===== src/design/iso2unix_pkg.sv =====
// ----------------------------------------------------------------------------
// iso2unix_pkg
// Shared types and constants for the ISO date-time to Unix seconds block.
// ----------------------------------------------------------------------------
package iso2unix_pkg;

	// Field widths.
	localparam int CHAR_W  = 8;
	localparam int POS_W   = 5;
	localparam int YEAR_W  = 14;
	localparam int FIELD_W = 7;
	localparam int SECS_W  = 38;

	// Pattern length and character codes.
	localparam logic [POS_W-1:0]  PATTERN_LEN = 5'd19;
	localparam logic [CHAR_W-1:0] CH_ZERO     = 8'h30;
	localparam logic [CHAR_W-1:0] CH_NINE     = 8'h39;
	localparam logic [CHAR_W-1:0] CH_DASH     = 8'h2D;
	localparam logic [CHAR_W-1:0] CH_COLON    = 8'h3A;
	localparam logic [CHAR_W-1:0] CH_T        = 8'h54;
	localparam logic [CHAR_W-1:0] CH_SPACE    = 8'h20;

	// Calendar limits.
	localparam logic [YEAR_W-1:0]  YEAR_MIN   = 14'd1970;
	localparam logic [FIELD_W-1:0] MONTH_MAX  = 7'd12;
	localparam logic [FIELD_W-1:0] HOUR_MAX   = 7'd23;
	localparam logic [FIELD_W-1:0] MINUTE_MAX = 7'd59;
	localparam logic [FIELD_W-1:0] SECOND_MAX = 7'd60;

	// Divide by 100 through a reciprocal: exact for all 14-bit values.
	localparam int DIV100_MUL   = 5243;
	localparam int DIV100_SHIFT = 19;

	// Civil-to-days constants.
	localparam int ERA_DAYS    = 146097;
	localparam int EPOCH_SHIFT = 719468;
	localparam int DAY_SECS    = 86400;

	// Controller states.
	typedef enum logic [2:0] {
		ST_CHAR,
		ST_QYEAR,
		ST_QY,
		ST_YOE,
		ST_DOE,
		ST_DAYS,
		ST_MUL,
		ST_SUM
	} state_t;

	// Conversion steps that the datapath runs.
	typedef enum logic [2:0] {
		STEP_NONE,
		STEP_QUOT_YEAR,
		STEP_QUOT_Y,
		STEP_YOE,
		STEP_DOE,
		STEP_DAYS,
		STEP_MUL
	} step_t;

	typedef struct packed {
		logic  take_char;
		step_t step;
		logic  load_res;
	} cmd_t;

	typedef struct packed {
		logic res_free;
	} status_t;

endpackage


===== src/design/iso_timestamp_to_unix_seconds.sv =====
// Timing: after the final character is accepted, the sequencer steps the datapath
// through the quotient, year-of-era, day-of-era, days and multiply steps, then loads
// the result register. No new string is taken until the result is loaded, since the
// conversion sequence shares one set of datapath registers.
// Input stalls during the conversion; a held result delays only the last step.
// Reset clears the parser state and the result flag; no result is pending.
// ----------------------------------------------------------------------------
// iso_timestamp_to_unix_seconds
// Parses YYYY-MM-DD(T or space)HH:MM:SS text and returns UTC Unix seconds.
// ----------------------------------------------------------------------------
module iso_timestamp_to_unix_seconds import iso2unix_pkg::*; (
	input  logic               clk,
	input  logic               arst_n,
	input  logic               char_valid,
	output logic               char_stall,
	input  logic [CHAR_W-1:0]  char_code,
	input  logic               end_of_text,
	output logic               res_valid,
	input  logic               res_stall,
	output logic               valid_res,
	output logic [SECS_W-1:0]  unix_seconds
);

	cmd_t    cmd;
	status_t status;

	// Sequencer.
	iso2unix_ctrl u_ctrl (
		.clk         (clk),
		.arst_n      (arst_n),
		.char_valid  (char_valid),
		.end_of_text (end_of_text),
		.status      (status),
		.char_stall  (char_stall),
		.cmd         (cmd)
	);

	// Parser and conversion datapath.
	iso2unix_dpath u_dpath (
		.clk          (clk),
		.arst_n       (arst_n),
		.char_code    (char_code),
		.cmd          (cmd),
		.res_stall    (res_stall),
		.res_valid    (res_valid),
		.valid_res    (valid_res),
		.unix_seconds (unix_seconds),
		.status       (status)
	);

endmodule


===== src/design/iso2unix_dpath.sv =====
// ----------------------------------------------------------------------------
// iso2unix_dpath
// Character parser, field accumulators, conversion registers and the
// result register.
// ----------------------------------------------------------------------------
module iso2unix_dpath import iso2unix_pkg::*; (
	input  logic               clk,
	input  logic               arst_n,
	input  logic [CHAR_W-1:0]  char_code,
	input  cmd_t               cmd,
	input  logic               res_stall,
	output logic               res_valid,
	output logic               valid_res,
	output logic [SECS_W-1:0]  unix_seconds,
	output status_t            status
);

	// Parser state.
	logic [POS_W-1:0]   pos_q,    pos_n;
	logic [YEAR_W-1:0]  year_q,   year_n;
	logic [FIELD_W-1:0] month_q,  month_n;
	logic [FIELD_W-1:0] day_q,    day_n;
	logic [FIELD_W-1:0] hour_q,   hour_n;
	logic [FIELD_W-1:0] minute_q, minute_n;
	logic [FIELD_W-1:0] second_q, second_n;
	logic               fmt_bad_q, fmt_bad_n;

	// Conversion registers.
	logic [7:0]         q_yr_q;
	logic [YEAR_W-1:0]  y_q;
	logic [7:0]         q_y_q;
	logic               ok_q;
	logic [5:0]         era_q;
	logic [8:0]         yoe_q;
	logic [17:0]        doe_q;
	logic [21:0]        days_q;
	logic [SECS_W-1:0]  prod_q;
	logic [18:0]        tod_q;

	// Result register.
	logic               res_valid_q;
	logic               valid_res_q;
	logic [SECS_W-1:0]  secs_q;

	logic               is_digit;
	logic [3:0]         digit;
	logic [26:0]        qprod_yr;
	logic [26:0]        qprod_y;
	logic [YEAR_W-1:0]  rem100;
	logic               leap;
	logic               ok_n;
	logic [18:0]        doe_sum;
	logic [23:0]        days_sum;
	logic [38:0]        prod_full;
	logic [18:0]        tod_sum;

	function automatic logic [FIELD_W-1:0] acc2(input logic [FIELD_W-1:0] f,
			input logic [3:0] d);
		logic [10:0] t;
		t = {4'd0, f} * 11'd10 + {7'd0, d};
		return t[FIELD_W-1:0];
	endfunction

	function automatic logic [YEAR_W-1:0] acc4(input logic [YEAR_W-1:0] f,
			input logic [3:0] d);
		logic [17:0] t;
		t = {4'd0, f} * 18'd10 + {14'd0, d};
		return t[YEAR_W-1:0];
	endfunction

	// Month length, with February set by the leap flag.
	function automatic logic [4:0] month_len(input logic [FIELD_W-1:0] m,
			input logic lp);
		logic [4:0] r;
		case (m)
			7'd2:                      r = lp ? 5'd29 : 5'd28;
			7'd4, 7'd6, 7'd9, 7'd11:   r = 5'd30;
			7'd1, 7'd3, 7'd5, 7'd7,
			7'd8, 7'd10, 7'd12:        r = 5'd31;
			default:                   r = 5'd0;
		endcase
		return r;
	endfunction

	// Days before the first of the month in a March-based year.
	function automatic logic [8:0] month_offset(input logic [FIELD_W-1:0] m);
		logic [8:0] r;
		case (m)
			7'd3:    r = 9'd0;
			7'd4:    r = 9'd31;
			7'd5:    r = 9'd61;
			7'd6:    r = 9'd92;
			7'd7:    r = 9'd122;
			7'd8:    r = 9'd153;
			7'd9:    r = 9'd184;
			7'd10:   r = 9'd214;
			7'd11:   r = 9'd245;
			7'd12:   r = 9'd275;
			7'd1:    r = 9'd306;
			7'd2:    r = 9'd337;
			default: r = 9'd0;
		endcase
		return r;
	endfunction

	// Character decode and field accumulation.
	always_comb begin
		is_digit  = (char_code >= CH_ZERO) && (char_code <= CH_NINE);
		digit     = 4'(char_code - CH_ZERO);
		pos_n     = pos_q;
		year_n    = year_q;
		month_n   = month_q;
		day_n     = day_q;
		hour_n    = hour_q;
		minute_n  = minute_q;
		second_n  = second_q;
		fmt_bad_n = fmt_bad_q;
		if (cmd.take_char && (pos_q < PATTERN_LEN)) begin
			pos_n = pos_q + 5'd1;
			case (pos_q)
				5'd0, 5'd1, 5'd2, 5'd3: begin
					if (is_digit) year_n = acc4(year_q, digit);
					else fmt_bad_n = 1'b1;
				end
				5'd5, 5'd6: begin
					if (is_digit) month_n = acc2(month_q, digit);
					else fmt_bad_n = 1'b1;
				end
				5'd8, 5'd9: begin
					if (is_digit) day_n = acc2(day_q, digit);
					else fmt_bad_n = 1'b1;
				end
				5'd11, 5'd12: begin
					if (is_digit) hour_n = acc2(hour_q, digit);
					else fmt_bad_n = 1'b1;
				end
				5'd14, 5'd15: begin
					if (is_digit) minute_n = acc2(minute_q, digit);
					else fmt_bad_n = 1'b1;
				end
				5'd17, 5'd18: begin
					if (is_digit) second_n = acc2(second_q, digit);
					else fmt_bad_n = 1'b1;
				end
				5'd4, 5'd7: begin
					if (char_code != CH_DASH) fmt_bad_n = 1'b1;
				end
				5'd10: begin
					if ((char_code != CH_T) && (char_code != CH_SPACE)) fmt_bad_n = 1'b1;
				end
				5'd13, 5'd16: begin
					if (char_code != CH_COLON) fmt_bad_n = 1'b1;
				end
				default: begin
				end
			endcase
		end
		if (cmd.load_res) begin
			pos_n     = '0;
			year_n    = '0;
			month_n   = '0;
			day_n     = '0;
			hour_n    = '0;
			minute_n  = '0;
			second_n  = '0;
			fmt_bad_n = 1'b0;
		end
	end

	always_ff @(posedge clk or negedge arst_n) begin
		if (!arst_n) begin
			pos_q     <= '0;
			year_q    <= '0;
			month_q   <= '0;
			day_q     <= '0;
			hour_q    <= '0;
			minute_q  <= '0;
			second_q  <= '0;
			fmt_bad_q <= 1'b0;
		end else begin
			pos_q     <= pos_n;
			year_q    <= year_n;
			month_q   <= month_n;
			day_q     <= day_n;
			hour_q    <= hour_n;
			minute_q  <= minute_n;
			second_q  <= second_n;
			fmt_bad_q <= fmt_bad_n;
		end
	end

	// Arithmetic for each conversion step.
	always_comb begin
		qprod_yr  = {13'd0, year_q} * 27'(DIV100_MUL);
		qprod_y   = {13'd0, y_q} * 27'(DIV100_MUL);
		rem100    = year_q - 14'({6'd0, q_yr_q} * 14'd100);
		leap      = (year_q[1:0] == 2'd0) && ((rem100 != '0) || (q_yr_q[1:0] == 2'd0));
		ok_n      = (pos_q == PATTERN_LEN) && !fmt_bad_q &&
		            (year_q >= YEAR_MIN) &&
		            (month_q >= 7'd1) && (month_q <= MONTH_MAX) &&
		            (day_q >= 7'd1) && (day_q <= {2'd0, month_len(month_q, leap)}) &&
		            (hour_q <= HOUR_MAX) && (minute_q <= MINUTE_MAX) &&
		            (second_q <= SECOND_MAX);
		doe_sum   = {10'd0, yoe_q} * 19'd365 + 19'(yoe_q >> 2) +
		            19'(month_offset(month_q)) + 19'(day_q) - 19'd1 -
		            19'(q_y_q[1:0]);
		days_sum  = {18'd0, era_q} * 24'(ERA_DAYS) + {6'd0, doe_q} - 24'(EPOCH_SHIFT);
		prod_full = {17'd0, days_q} * 39'(DAY_SECS);
		tod_sum   = {12'd0, hour_q} * 19'd3600 + {12'd0, minute_q} * 19'd60 +
		            {12'd0, second_q};
	end

	// Conversion registers, one step per cycle.
	always_ff @(posedge clk) begin
		case (cmd.step)
			STEP_QUOT_YEAR: begin
				q_yr_q <= 8'(qprod_yr >> DIV100_SHIFT);
				y_q    <= year_q - ((month_q <= 7'd2) ? 14'd1 : 14'd0);
			end
			STEP_QUOT_Y: begin
				q_y_q <= 8'(qprod_y >> DIV100_SHIFT);
				ok_q  <= ok_n;
			end
			STEP_YOE: begin
				era_q <= q_y_q[7:2];
				yoe_q <= 9'(y_q - 14'({8'd0, q_y_q[7:2]} * 14'd400));
			end
			STEP_DOE: begin
				doe_q <= doe_sum[17:0];
			end
			STEP_DAYS: begin
				days_q <= days_sum[21:0];
			end
			STEP_MUL: begin
				prod_q <= prod_full[SECS_W-1:0];
				tod_q  <= tod_sum;
			end
			default: begin
			end
		endcase
	end

	// Result register.
	always_ff @(posedge clk or negedge arst_n) begin
		if (!arst_n) begin
			res_valid_q <= 1'b0;
		end else if (cmd.load_res) begin
			res_valid_q <= 1'b1;
		end else if (!res_stall) begin
			res_valid_q <= 1'b0;
		end
	end

	always_ff @(posedge clk) begin
		if (cmd.load_res) begin
			valid_res_q <= ok_q;
			secs_q      <= ok_q ? (prod_q + {19'd0, tod_q}) : '0;
		end
	end

	assign res_valid       = res_valid_q;
	assign valid_res       = valid_res_q;
	assign unix_seconds    = secs_q;
	assign status.res_free = !res_valid_q || !res_stall;

	// A failed check always carries zero seconds.
	a_invalid_zero: assert property (@(posedge clk) disable iff (!arst_n)
		(res_valid && !valid_res) |-> (unix_seconds == '0))
		else $error("invalid result with nonzero seconds");

	// The position count saturates at the pattern length.
	a_pos_range: assert property (@(posedge clk) disable iff (!arst_n)
		pos_q <= PATTERN_LEN)
		else $error("character position beyond pattern");

	// A new result never overwrites one that is still held.
	a_no_overwrite: assert property (@(posedge clk) disable iff (!arst_n)
		!(cmd.load_res && res_valid_q && res_stall))
		else $error("result overwritten while stalled");

	// State is clear after a result is loaded.
	a_clear_after_load: assert property (@(posedge clk) disable iff (!arst_n)
		cmd.load_res |=> ((pos_q == '0) && !fmt_bad_q))
		else $error("parser state not cleared after result");

endmodule


===== src/design/iso2unix_ctrl.sv =====
// ----------------------------------------------------------------------------
// iso2unix_ctrl
// Sequencer: accepts characters, then steps the datapath through the
// conversion and loads the result.
// ----------------------------------------------------------------------------
module iso2unix_ctrl import iso2unix_pkg::*; (
	input  logic    clk,
	input  logic    arst_n,
	input  logic    char_valid,
	input  logic    end_of_text,
	input  status_t status,
	output logic    char_stall,
	output cmd_t    cmd
);

	state_t state_q, state_n;

	// State register.
	always_ff @(posedge clk or negedge arst_n) begin
		if (!arst_n) begin
			state_q <= ST_CHAR;
		end else begin
			state_q <= state_n;
		end
	end

	// Next state and commands.
	always_comb begin
		state_n       = state_q;
		cmd.take_char = 1'b0;
		cmd.step      = STEP_NONE;
		cmd.load_res  = 1'b0;
		char_stall    = 1'b1;
		case (state_q)
			ST_CHAR: begin
				char_stall    = 1'b0;
				cmd.take_char = char_valid;
				if (char_valid && end_of_text) state_n = ST_QYEAR;
			end
			ST_QYEAR: begin
				cmd.step = STEP_QUOT_YEAR;
				state_n  = ST_QY;
			end
			ST_QY: begin
				cmd.step = STEP_QUOT_Y;
				state_n  = ST_YOE;
			end
			ST_YOE: begin
				cmd.step = STEP_YOE;
				state_n  = ST_DOE;
			end
			ST_DOE: begin
				cmd.step = STEP_DOE;
				state_n  = ST_DAYS;
			end
			ST_DAYS: begin
				cmd.step = STEP_DAYS;
				state_n  = ST_MUL;
			end
			ST_MUL: begin
				cmd.step = STEP_MUL;
				state_n  = ST_SUM;
			end
			ST_SUM: begin
				if (status.res_free) begin
					cmd.load_res = 1'b1;
					state_n      = ST_CHAR;
				end
			end
			default: begin
				state_n = ST_CHAR;
			end
		endcase
	end

	// The final character starts the conversion sequence.
	a_last_starts: assert property (@(posedge clk) disable iff (!arst_n)
		(char_valid && !char_stall && end_of_text) |=> (state_q == ST_QYEAR))
		else $error("conversion did not start after final character");

	// A blocked result holds the sequencer in place.
	a_hold_sum: assert property (@(posedge clk) disable iff (!arst_n)
		(state_q == ST_SUM && !status.res_free) |=> (state_q == ST_SUM))
		else $error("sequencer left while result was blocked");

	// Characters are taken again right after a result is loaded.
	a_reopen: assert property (@(posedge clk) disable iff (!arst_n)
		cmd.load_res |=> !char_stall)
		else $error("input not reopened after result");

endmodule


===== config.mk =====
export PLATFORM = sky130hd
export DESIGN_NAME = iso_timestamp_to_unix_seconds
export DESIGN_NICKNAME = d
export VERILOG_FILES = /design/src/design/iso2unix_pkg.sv /design/src/design/iso_timestamp_to_unix_seconds.sv /design/src/design/iso2unix_dpath.sv /design/src/design/iso2unix_ctrl.sv
export SDC_FILE = /design/constraint.sdc
export NUM_CORES = 2
export LEC_CHECK = 0
export BUFFER_PORTS_ARGS = -buffer_cell sky130_fd_sc_hd__buf_2
export CORE_MARGIN = 2
export CORE_UTILIZATION = 55
export DETAILED_ROUTE_END_ITERATION = 10
export PLACE_DENSITY = 0.82
export SLEW_MARGIN = 20
export SYNTH_ARGS = -nofsm -noshare
export SYNTH_HDL_FRONTEND = slang
export SYNTH_SLANG_ARGS = --single-unit

===== constraint.sdc =====
create_clock -name clk -period 5.4 [get_ports clk]
set_input_delay 0.81 -clock clk [delete_from_list [all_inputs] [get_ports clk]]
set_output_delay 0.81 -clock clk [all_outputs]
set_load 0.01 [all_outputs]

======== Word-level counts from Yosys, hierarchy flattened ========
Memory sizes are Yosys's and may differ from the RTL's.
Cells that the tools add are included.
Widths: inputs -> output; s select.
word-level totals
  memories ................................ 1
  bits in read-only memories .............. 144
  output and inout bits ................... 41
  logic and storage cells ................. 226
  flip-flop bits (word level) ............. 234
cells by class
  multipliers ............................. 15
  add/subtract/negate cells ............... 21
  magnitude comparators ................... 12
  mux-type cells .......................... 47
  reduce and logical (&&, ||, !) cells .... 53
  equality and inequality tests ........... 55
memories
  memory            words  width  read ports  clocked after Yosys merged registers in  wr ports  RTL line              RTL
  (name not given)  16     9      1           0                                        0         iso2unix_dpath.sv:88  case (m)
operators by type and width
  cell                    number
  $mux 7                  20
  $mux 14                 4
  $mul 14x13->27 const B  2
  $eq 5x4->1 const B      8
  $add 38x19->38          1
  $add 18x7->18           2
  $add 7x4->7             5
  $eq 7x4->1 const B      5
  $mul 7x3->6 const B     5
  $mul 22x10->31 const B  1
  $eq 7x3->1 const B      4
  $sub 14x14->14          2
  $ne 8x6->1 const B      3
  $pmux 3 s8              1
  $add 22x18->22          1
  $mul 6x18->22 const B   1
  $sub 22x20->22 const B  1
  $eq 3x3->1 const B      7
  $eq 5x3->1 const B      4
  $eq 5x5->1 const B      4
  $add 19x13->19          1
  $add 19x7->19           1
  $add 18x9->18           1
  $mul 9x9->18 const B    1
  55 further kinds        118

======== Depth between registers and ports, before layout ========
  depth in word-level cells ............... 12
  depth in mapped cells ................... 25
  gate-level depth less buffers ........... 25

======== Modules after synthesis ========
From an unflattened synthesis, not the netlist that was laid out.
second synthesis, totals
  cells, all modules ...................... 2,959
  area, all modules ....................... 30,508.0 sq um
modules (own cells, without submodules)
  module          sequential area each (sq um)  times used  cells each  area an instance (sq um)
  iso2unix_dpath  6,656.4                       1           2,940       30,329.1
  iso2unix_ctrl   75.1                          1           19          178.9

======== Least setup slack after synthesis ========
OpenSTA, ideal clock, no wires.
  kind .................................... flip-flop to flip-flop
  from .................................... register u_dpath.month_q[1]
  to ...................................... register u_dpath.doe_q[16], data pin
  required time ........................... 5.142 ns
  period minus slack after synthesis ...... 5.918 ns
  arrival ................................. 5.660 ns
  stages on the path, launching flop included .. 26
  setup slack ............................. -0.518 ns
  path through ............................ dfrtp_1 -> clkbuf_1 -> inv_1 -> ha_1 -> inv_1 -> mux4_2 -> and2_1 -> fa_1 -> fa_1 -> ha_1 -> ha_1 -> inv_1 -> fa_1 -> inv_1 -> ha_1 -> inv_1 -> fa_1 -> nor2b_1 -> o21ai_0 -> a21boi_1 -> o21ai_1 -> a211oi_1 -> nor3_1 -> o41ai_1 -> a21oi_1 -> xnor2_1
between the ends
  longest elaborated chain between the ends .. 6
ends and longest elaborated chain
  item                      RTL line               RTL
  start: declaration        iso2unix_dpath.sv:21   logic [FIELD_W-1:0] month_q, month_n;
  start signal: assignment  iso2unix_dpath.sv:183  month_q <= month_n;
  $mem_v2 16x9              -
  $mux 9                    iso2unix_dpath.sv:88
  $add 18x9->18             iso2unix_dpath.sv:204  doe_sum = {10'd0, yoe_q} * 19'd365 + 19'(yoe_q >> 2) +
  $add 18x7->18             iso2unix_dpath.sv:205  19'(month_offset(month_q)) + 19'(day_q) - 19'd1 -
  $sub 18x1->18             iso2unix_dpath.sv:205
  $sub 18x2->18             iso2unix_dpath.sv:205
  via u_dpath.doe_sum[16]   iso2unix_dpath.sv:52   logic [18:0] doe_sum;
  end signal: assignment    iso2unix_dpath.sv:229  doe_q <= doe_sum[17:0];
  end: declaration          iso2unix_dpath.sv:35   logic [17:0] doe_q;
The timed path passes the listed nets, and every way through them passes these cells.
A chain may end at the register's enable or synchronous reset.

======== Worst setup path in the final report ========
  from .................................... register u_dpath.month_q[0]
  to ...................................... register u_dpath.doe_q[16], data pin
Same word-level chain as after synthesis.

==> impl_metrics.csv <==
group,metric,value,unit
timing,fmax,0.175,GHz
floorplan,die_w,239,um
run_status,outcome,"finished with violations",
timing,tightest_slew,1.09,ns
timing,tns,-0.595,ns
cells_and_area,seq_area,0.00674,mm2
cells_and_area,drive_above_1_share,0.0853,
cells_and_area,finalNetCount,4042,
routing,routedWlPerCell,16.3,um
global_route,grt_pass1_vias,22100,
timing,setup-violations-final,4,
timing,slew_viol_final,0,
synth,synth_most_common_cell,"inv_1",
global_route,grt.total_usage,0.225,
global_route,gr-total-overflow,0,
routing,drt-pass1-iter-count,5,
clocking,clock_latency,0.58,ns
routing,ant_nets,0,
setup_path,reg2reg_from,"u_dpath.month_q[0]",
synth,syn_avg_cell_area,10.2,um2
setup_path,cp.required,5.72,ns
synth,synth_warnings,0,
synth,synth_fp_nets,3897,
setup_path,timing.rr.end,"u_dpath.doe_q[16]",
timing,rsz0062_at_grt,"yes",
synth,ys_types,78,
cells_and_area,design_area,0.0332,mm2
cells_and_area,final_cells,3816,
setup_path,crit_fanout,4,
floorplan,coreArea,0.0541,mm2
floorplan,dieArea,0.0569,mm2
clocking,cts-buffers-inserted,27,
routing,drt_wl_total,62400,um
synth,async_reset_ff_frac,0.252,
synth,synth_top_area_cell,"ha_1",
setup_path,start_kind,"register",
global_route,grt_pass1_wl,105000,um
synth,synth.area.top_cells,"ha_1 26%, fa_1 20%, edfxtp_1 17%",
routing,vias,20700,
worst_hold_path,min_path_type,"in2async",
synth,synth_common_cells,"647 x inv_1, 626 x ha_1, 304 x fa_1",
synth,synth_area,0.0303,mm2
timing,finalHoldViolCount,0,
synth,ys.flop_type,"edfxtp_1",
routing,drt-initial-drc-count,1196,
synth,synth-seq-area-share,0.222,
cells_and_area,multiInputGateArea,0.0213,mm2
routing,route.detailed.drc,0,
timing,finalCriticalPeriod,5.70,ns
floorplan,start_util,0.559,
synth,synth_edf_count,175,
clocking,cts_tree,"done",
global_route,antenna_found_initial,0,
placed_design,place_congestion,0.915,
timing,fin_skew,0.0257,ns
placed_design,dp_cells,3747,
placed_design,io_buffers,53,
clocking,clkSinkCount,234,
clocking,cts_hold_buffers,0,
synth,synth_top_area_share,0.259,
clocking,cts.clk_slew.worst_paths,0.07,ns
placed_design,dpl.hpwl,49600,um
cells_and_area,antenna_cells,0,
setup_path,crit_arrival,6.02,ns
floorplan,num_rows,85,
floorplan,pin_count,54,
run_status,violations,"negative setup slack",
setup_path,r2r_slack,-0.30,ns
global_route,grt_max_degree,60,
clocking,h-tree-depth,1,
routing,vias_per_cell,5.43,
cells_and_area,syn2layout_area_growth,9.67,%
placed_design,dp_slack,-0.380,ns
synth,ys_seq_elements,234,
run,max-cap-violations,0,
clocking,root_buffer,"clkbuf_16",
cells_and_area,fill_cells,4147,
clocking,cts.path.max_buffers,3,
placed_design,post_dp_cell_area,0.0319,mm2
floorplan,die_h,239,um
timing,maxSlewHeadroom,0.269,
timing,setup_ws,-0.303,ns
synth,synth_cells,2954,
timing,fin_crit_sh,1.06,
setup_path,criticalPathCategory,"reg2reg",
setup_path,reg2regPathDepth,24,
setup_path,crit_path_end_kind,"register",
==> registers in the layout, summed over array words and instances (netlist names), 3 cells and up <==
signal	flops
u_dpath.yoe_q	9
u_dpath.month_q	7
u_dpath.second_q	7
u_dpath.unix_seconds	38
u_dpath.hour_q	7
u_dpath.minute_q	7
u_dpath.tod_q	19
u_dpath.pos_q	5
u_dpath.days_q	22
u_dpath.y_q	14
u_dpath.doe_q	18
u_dpath.era_q	6
u_dpath.q_yr_q	8
u_dpath.prod_q	31
u_dpath.year_q	14
u_dpath.q_y_q	8
u_ctrl.state_q	3
u_dpath.day_q	7
==> cell families after synthesis <==
family                   count (synthesis)  synth area share
flip-flops                             234             0.222
AND/OR/NAND/NOR                        489            0.0817
buffers and inverters                  673            0.0835
adder cells (fa/ha/maj)                930             0.460
XOR/XNOR                               214            0.0619
AO/OA/AOI/OAI                          385            0.0808
multiplexers                            29            0.0100
==> final cells by class <==
class                           instances  area share
Multi-Input combinational cell       2047       0.641
Timing Repair Buffer                  141      0.0284
Clock buffer                           33      0.0226
Clock inverter                         17     0.00580
Inverter                              648      0.0734
Tap cell                              696      0.0262
Sequential cell                       234       0.203
==> metrics by stage <==
step                      hold slack [ns]  utilization
after CTS                           0.411        0.609
after floorplan                     0.400            -
after detailed placement            0.448        0.590
after global routing                0.456        0.613
after global placement              0.457        0.590
final                               0.388        0.613
==> worst max-delay path by stage <==
stage | from | cells after the start | endpoint | slack (ns)
after CTS | u_dpath.month_q[1] | 24 | u_dpath.doe_q[16] | -0.21
after detailed placement | u_dpath.month_q[1] | 24 | u_dpath.doe_q[16] | -0.38
after global routing | u_dpath.month_q[0] | 24 | u_dpath.doe_q[16] | -0.47
after global placement | u_dpath.month_q[1] | 24 | u_dpath.doe_q[16] | -0.28
after floorplan | u_dpath.month_q[1] | 25 | u_dpath.doe_q[16] | -0.20
final | u_dpath.month_q[0] | 24 | u_dpath.doe_q[16] | -0.30
==> layout by cell type, fill, tap and decap left out, types with 9 or more instances in the layout <==
master / synthesis / final
a211oi_1: 19 / 14
inv_1: 647 / 639
dfrtp_1: 59 / 55
o21bai_1: 13 / 13
and3_1: 24 / 24
buf_2: 2 / 53
a31oi_1: 12 / 12
ha_1: 626 / 614
nor2_1: 133 / 131
nor3_1: 33 / 30
a21o_1: 36 / 36
xor2_1: 59 / 59
xnor2_1: 155 / 155
o21ai_1: 27 / 28
and2_1: 30 / 28
nand2b_1: 31 / 31
nor3b_1: 13 / 13
o21ai_0: 69 / 66
fa_1: 304 / 301
nand2_1: 87 / 87
mux2i_1: 27 / 27
o211ai_1: 9 / 9
a21oi_1: 112 / 106
o21a_1: 21 / 21
buf_4: 0 / 86
nand4_1: 15 / 15
edfxtp_1: 175 / 175
nor2b_1: 30 / 28
nand3_1: 56 / 56
a21oi_2: 4 / 10
clkbuf_16: 0 / 28
==> critical path, stage by stage, from the launching register on <==
cell and delay [ns]:
dfrtp_2 0.43, inv_2 0.08, ha_4 0.27, inv_2 0.04
mux4_2 0.46, and2_4 0.18, fa_2 0.52, fa_2 0.46
ha_4 0.29, ha_4 0.11, inv_2 0.03, fa_1 0.44
inv_1 0.07, ha_2 0.18, inv_2 0.04, fa_2 0.35
nor2b_2 0.13, o21ai_2 0.09, a21boi_2 0.20, o21ai_2 0.10
a211oi_2 0.30, nor3_2 0.08, o41ai_2 0.37, a21oi_2 0.11
xnor2_1 0.14
==> routing by layer <==
metal	wire (um)	vias to the layer above	share of wire	track usage
met5	0	-	0	0
met4	1710	0	0.027	0.0640
met3	1850	117	0.030	0.0218
met2	32300	382	0.52	0.423
met1	26500	10200	0.42	0.273
li1	-	10100	-	-
==> timing repair <==
item,CTS,global route
endpoints found under the setup margin,4,17
buffers inserted,4,15
gates resized for setup,18,26
pin swaps,25,26
Power is not shown: default switching activity piles up to over one toggle a cycle in this logic, so the estimate is an artifact.
